<file path="src/hdl/suse_pkg.sv">
// Shared types and codes for the sorted unique set engine.
package suse_pkg;

  typedef enum logic {
    FN_INSERT = 1'b0,
    FN_DELETE = 1'b1
  } func_t;

  typedef enum logic [2:0] {
    ST_INSERTED  = 3'd0,
    ST_DUPLICATE = 3'd1,
    ST_REMOVED   = 3'd2,
    ST_ABSENT    = 3'd3,
    ST_FULL      = 3'd4
  } status_t;

  localparam int CountFieldWidth = 7;

  // Controller to datapath commands.
  typedef struct packed {
    logic load;     // capture the request
    logic compare;  // register per-cell compare flags
    logic update;   // shift cells, update count, load result
  } cmd_t;

endpackage

</file>
<file path="src/hdl/suse_ctrl.sv">
// Sequencer for the sorted set: load, compare, update with output handshake.
module suse_ctrl (
  input  logic           clk,
  input  logic           rst,
  input  logic           req_valid,
  output logic           req_ready,
  output logic           rsp_valid,
  input  logic           rsp_ready,
  output suse_pkg::cmd_t cmd
);

  typedef enum logic [1:0] {
    S_IDLE,
    S_CMP,
    S_UPD
  } state_t;

  state_t state;
  state_t state_next;
  logic   can_emit;

  // result register free, or being drained this cycle
  assign can_emit  = !rsp_valid || rsp_ready;
  assign req_ready = (state == S_IDLE) || ((state == S_UPD) && can_emit);

  always_comb begin
    cmd.load    = req_valid && req_ready;
    cmd.compare = (state == S_CMP);
    cmd.update  = (state == S_UPD) && can_emit;
  end

  always_comb begin
    state_next = state;
    unique case (state)
      S_IDLE: begin
        if (cmd.load) state_next = S_CMP;
      end
      S_CMP: begin
        state_next = S_UPD;
      end
      S_UPD: begin
        if (can_emit) state_next = cmd.load ? S_CMP : S_IDLE;
      end
      default: state_next = S_IDLE;
    endcase
  end

  always_ff @(posedge clk) begin
    if (rst) begin
      state     <= S_IDLE;
      rsp_valid <= 1'b0;
    end else begin
      state <= state_next;
      if (cmd.update) begin
        rsp_valid <= 1'b1;
      end else if (rsp_ready) begin
        rsp_valid <= 1'b0;
      end
    end
  end

endmodule

</file>
<file path="config.mk">
export PLATFORM = sky130hd
export DESIGN_NAME = suse_ctrl
export DESIGN_NICKNAME = d
export VERILOG_FILES = /design/src/hdl/suse_pkg.sv /design/src/hdl/suse_ctrl.sv
export SDC_FILE = /design/constraint.sdc
export NUM_CORES = 1
export LEC_CHECK = 0
export BUFFER_PORTS_ARGS = -buffer_cell sky130_fd_sc_hd__buf_2
export CAP_MARGIN = 40
export CELL_PAD_IN_SITES_DETAIL_PLACEMENT = 0
export CELL_PAD_IN_SITES_GLOBAL_PLACEMENT = 1
export CORE_AREA = 2 2 39 41
export CTS_CLUSTER_DIAMETER = 100
export DETAILED_ROUTE_END_ITERATION = 8
export DIE_AREA = 0 0 41 43
export PLACE_DENSITY = 0.34
export SKIP_CTS_REPAIR_TIMING = 1
export SLEW_MARGIN = 20
export SYNTH_ARGS = -nofsm -noshare
export SYNTH_HDL_FRONTEND = slang
export SYNTH_SLANG_ARGS = --single-unit
</file>
<file path="constraint.sdc">
create_clock -name clk -period 0.9 [get_ports clk]
set_input_delay 0.045 -clock clk [delete_from_list [all_inputs] [get_ports clk]]
set_output_delay 0.045 -clock clk [all_outputs]
set_load 0.01 [all_outputs]
</file>
==> results_dict.tcl, run 1 <==
set metrics [dict create \
    status "finished with violations" \
    violations "setup timing" \
    drc 0 \
    setup_viol 5 \
    fillers 161 \
    globalRouteMet3Util_pct 3.66 \
    end_kind "output port" \
    use_met1_pct 3.85 \
    fp.dieH_um 43 \
    finalSetupTns_ns -0.595 \
    worstMarginPinSlew_ns 0.180 \
    final_nets 34 \
    cts.path.max_buffers 2 \
    final_layout_size_suffix_gt1_share_pct 75.9 \
    dieWidth_um 41 \
    numCtsBuffers 3 \
    drtIter0Drc 0 \
    fp.coreArea_mm2 0.00138 \
    viasPerCell 3.40 \
    use_met2_pct 8.13 \
    clock.fmax_mhz 900 \
    ys_types 12 \
    period_share_pct 123 \
    dr.pass1.iters 1 \
    synth_top_area_share_pct 38.4 \
    synth.avg_cell_area_um2 10.4 \
    cts_tree "built" \
    drtAntennaViolNets 0 \
    synthesis.area_um2 156 \
    cts_max_level 1 \
    rsz0062_at_grt "true" \
    timing.max_cap.violations 0 \
    cts.sinks 3 \
    grt_overflow_total 0 \
    grt_pass1_vias 164 \
    cp.required_ns 0.85 \
    fin_ws_ns -0.211 \
    multi_input_area_um2 114 \
    io_buffers 8 \
    start_kind "flop" \
    ios 9 \
    cts-root-buf "clkbuf_4" \
    worstPathMaxFanout 4 \
    instances_no_fill 45 \
    yosys_register_bits 3 \
    fp.dieArea_mm2 0.00176 \
    area_delta_synth_final_pct 85.6 \
    final_cell_mix "8 x buf_2, 3 x clkbuf_4, 3 x dfxtp_2" \
    finalWirelength_um 363 \
    grt_pass1_wl_um 572 \
    path_class "reg2out" \
    yosysSeqAreaShare_pct 38.4 \
    initial_core_util_pct 11.3 \
    wl_per_cell_um 8.07 \
    path_clk_slew_ns 0.04 \
    groute.usage.overall_pct 5.12 \
    p_per_area_mw_per_mm2 1520 \
    fp-row-count 14 \
    synth_area_leaders "dfxtp_1 38%, nor4b_2 9.6%, and4bb_1 8.0%, nand2b_1 8.0%, o21ba_1 6.4%" \
    grt_max_degree 5 \
    antenna_found_initial 0 \
    drv_slew 0 \
    arrival_ns 1.07 \
    seq_area_um2 63.8 \
    gp_congestion 0.647 \
    synthCells 15 \
    p_leak_nw 0.147 \
    dp.cells 39 \
    clock_latency_ns 0.23 \
    via_count 153 \
    grt-busiest-layer "met2" \
    ys_warn_count 0 \
    relSlewSlack_pct 87.9 \
    finalHoldViolations 0 \
    synth_area_leader_cell "dfxtp_1" \
    finClkSkew_ns 0.00145 \
    antenna_cells 0 \
    synth_nets 19 \
    hold_class "in2reg" \
    period_needed_ns 1.11 \
    final_common_cell "buf_2" \
    ir_drop_mv 0.444 \
]
-- kinds of logic after synthesis --
kind of cell,Yosys count,synth area share (%)
AOI/OAI and AO/OA,2,9.60
buffers and inverters,1,4.80
DFF,3,38.4
and+or+nand+nor,9,47.2
-- per-stage QoR --
stage / util [%] / area [um^2] / total power [mW] / setup WS [ns] / hold WS, ns
global placement: 15.6 / 216 / 0.197 / 0.0225 / 0.262
CTS: 17.5 / 243 / 0.442 / -0.240 / 0.0107
global route: 21.0 / 290 / 0.474 / -0.280 / 0.0344
floorplan: - / 156 / 0.174 / 0.000249 / 0.114
detailed placement: 15.6 / 216 / 0.196 / 0.0208 / 0.259
finish: 21.0 / 290 / 0.440 / -0.211 / 0.0294
-- worst max-delay path, cell delays in order (launching register included) --
cell,delay [ns]
dfxtp_2,0.32
and3b_2,0.24
nor3b_2,0.14
buf_2,0.14
-- metal layers --
layer	share of wire, %	up-vias
met1	26	72
met5	0	-
met4	0	0
met2	66	2
li1	-	79
met3	7.7	0
-- cells in the mapped netlist --
cell type / instances
a21oi_1: 1
nor3b_1: 1
and2b_1: 1
and4bb_1: 1
nor2b_1: 1
dfxtp_1: 3
nand2b_1: 2
nor2_1: 1
buf_4: 1
o21ba_1: 1
nor4b_2: 1
and3b_1: 1
-- where the power goes --
group	leakage [nW]	total (mW)	internal (mW)	switching [mW]
logic	0.106	0.0636	0.0380	0.0256
registers	0.0258	0.146	0.141	0.00499
clock network	0.0150	0.231	0.166	0.0647
-- final timing paths --
check / slack (ns) / cells after the start / endpoint / startpoint
max: -0.21 / 3 / cmd[2] / rsp_valid
min: 0.03 / 2 / state[0] / rst
max reg2reg: -0.14 / 3 / state[0] / rsp_valid
min reg2reg: 0.50 / 2 / rsp_valid / rsp_valid
-- registers in the layout, summed over array words and instances, names as in the netlist --
signal     cells
state          2
rsp_valid      1
-- final cells by class --
class,instances,area share [%]
Clock buffer,4,9.05
Multi-Input combinational cell,11,39.2
Timing Repair Buffer,11,22.8
Sequential cell,3,22.0
Tap cell,16,6.90
Power figures use the tool's default switching activity.
==> run 2, diff against run 1 <==
- CTS_BUF_LIST: unset -> sky130_fd_sc_hd__clkbuf_8
==> run 2 against run 1 <==
The flow still finishes with violations (setup timing). Routed wire length grew 2.5%. Critical path depth is the same. Clock power grew 61%. Register-to-register slack is essentially flat. Largest cell class unchanged. Cell count is the same. First-iteration DRC count is the same. Global-route usage is the same. Sequential share of layout area shrank 1.3 points. Non-clock buffer count is the same. Design area grew 6.5%. Clock-buffer cell count shrank 1. Combinational power is essentially flat.
==> results_dict.tcl, run 2 (same netlist as run 1, synthesis figures left out) <==
set metrics [dict create \
    worstMarginPinSlew_ns 0.180 \
    arrival_ns 1.05 \
    relSlewSlack_pct 87.9 \
    grt_max_degree 5 \
    fp.dieH_um 43 \
    rsz0062_at_grt "true" \
    cts.sinks 3 \
    finClkSkew_ns 0.000285 \
    crit_cells 3 \
    fp.coreArea_mm2 0.00138 \
    worstPathMaxFanout 4 \
    use_met2_pct 8.13 \
    end_kind "output port" \
    dieWidth_um 41 \
    fp.dieArea_mm2 0.00176 \
    fp-row-count 14 \
    antenna_found_initial 0 \
    ir_drop_mv 0.653 \
    fillers 158 \
    final_nets 34 \
    initial_core_util_pct 11.3 \
    min_delay_path_depth 2 \
    groute.usage.overall_pct 5.12 \
    cts.path.max_buffers 2 \
    antenna_cells 0 \
    clock_latency_ns 0.21 \
    p_leak_nw 0.159 \
    p_per_area_mw_per_mm2 1890 \
    reg2reg_slack_ns -0.14 \
    setup_viol 5 \
    path_cells "and3b_2, nor3b_2, buf_2" \
    final_layout_size_suffix_gt1_share_pct 75.9 \
    use_met1_pct 3.85 \
    drtIter0Drc 0 \
    drc 0 \
    crit_end "cmd[2]" \
    crit_buf_inv 1 \
    finalWirelength_um 372 \
    r2r_end "state[0]" \
    final_cell_mix "8 x buf_2, 3 x clkbuf_8, 3 x dfxtp_2" \
    cts-root-buf "clkbuf_8" \
    numCtsBuffers 3 \
    timing.max_cap.violations 0 \
    status "finished with violations" \
    dr.pass1.iters 1 \
    largest_registers "state (2), rsp_valid (1)" \
    wl_per_cell_um 8.27 \
    grt_overflow_total 0 \
    globalRouteMet3Util_pct 3.66 \
    r2r_cells 3 \
    path_clk_slew_ns 0.03 \
    gp_congestion 0.647 \
    drtAntennaViolNets 0 \
    grt-busiest-layer "met2" \
    p_total_mw 0.583 \
    viasPerCell 3.44 \
    period_needed_ns 1.09 \
    final_common_cell "buf_2" \
    path_class "reg2out" \
    ios 9 \
    cts_tree "built" \
    pre_cts_slack_ns 0.0208 \
    area_delta_synth_final_pct 97.6 \
    io_buffers 8 \
    fin_ws_ns -0.195 \
    hold_class "in2reg" \
    cp.required_ns 0.85 \
    top_register "state" \
    largest_register_ffs 2 \
    finalSetupTns_ns -0.526 \
    max_stage_delay_ns 0.32 \
    via_count 155 \
    start_kind "flop" \
    violations "setup timing" \
    slowest_stage "dfxtp_2" \
    path_delay_family "simple AND/OR/NAND/NOR gates" \
    clock.fmax_mhz 914 \
    drv_slew 0 \
    grt_pass1_vias 165 \
    period_share_pct 122 \
    grt_pass1_wl_um 572 \
    crit_start "rsp_valid" \
    r2r-start "rsp_valid" \
    cts_max_level 1 \
    finalHoldViolations 0 \
]
==> run 2: cell types whose count changed in the layout (fill, tap and decap cells not counted) <==
| cell | change |
|---|---|
| inv_1 | +1 |
| clkbuf_8 | +3 |
| clkbuf_4 | -3 |
| clkbuf_1 | -1 |
==> run 2: report_power, final <==
group	internal (mW)	switching (mW)	leakage [nW]
clock	0.290	0.0835	0.0269
combinational	0.0380	0.0256	0.106
sequential	0.141	0.00499	0.0258
==> run 2: worst min path at each step <==
stage	startpoint	to
after floorplan	rst	rsp_valid
after global placement	rst	rsp_valid
after detailed placement	rst	rsp_valid
after CTS	rst	rsp_valid
after global routing	rst	state[0]
final	rst	state[0]
==> run 2: stage by stage <==
| step | utilization (%) | instance area [um^2] | hold slack, ns | cells |
|---|---|---|---|---|
| floorplan | - | 156 | 0.114 | 15 |
| global placement | 15.6 | 216 | 0.262 | 39 |
| detailed placement | 15.6 | 216 | 0.259 | 39 |
| global route | 22.3 | 309 | 0.0593 | 45 |
| CTS | 18.9 | 262 | 0.0331 | 43 |
| finish | 22.3 | 309 | 0.0475 | 45 |
==> run 2: per-layer routing <==
layer	up-vias	share of wire [%]
met5	-	0
li1	79	-
met1	74	28
met3	0	7.3
met4	0	0
met2	2	64
==> run 2: final cells by class <==
class	instances	area (um^2)	area share, %
Sequential cell	3	63.8	20.6
Timing Repair Buffer	11	66.3	21.5
Clock inverter	1	3.75	1.21
Multi-Input combinational cell	11	114	36.8
Clock buffer	3	41.3	13.4
Tap cell	16	20.0	6.48
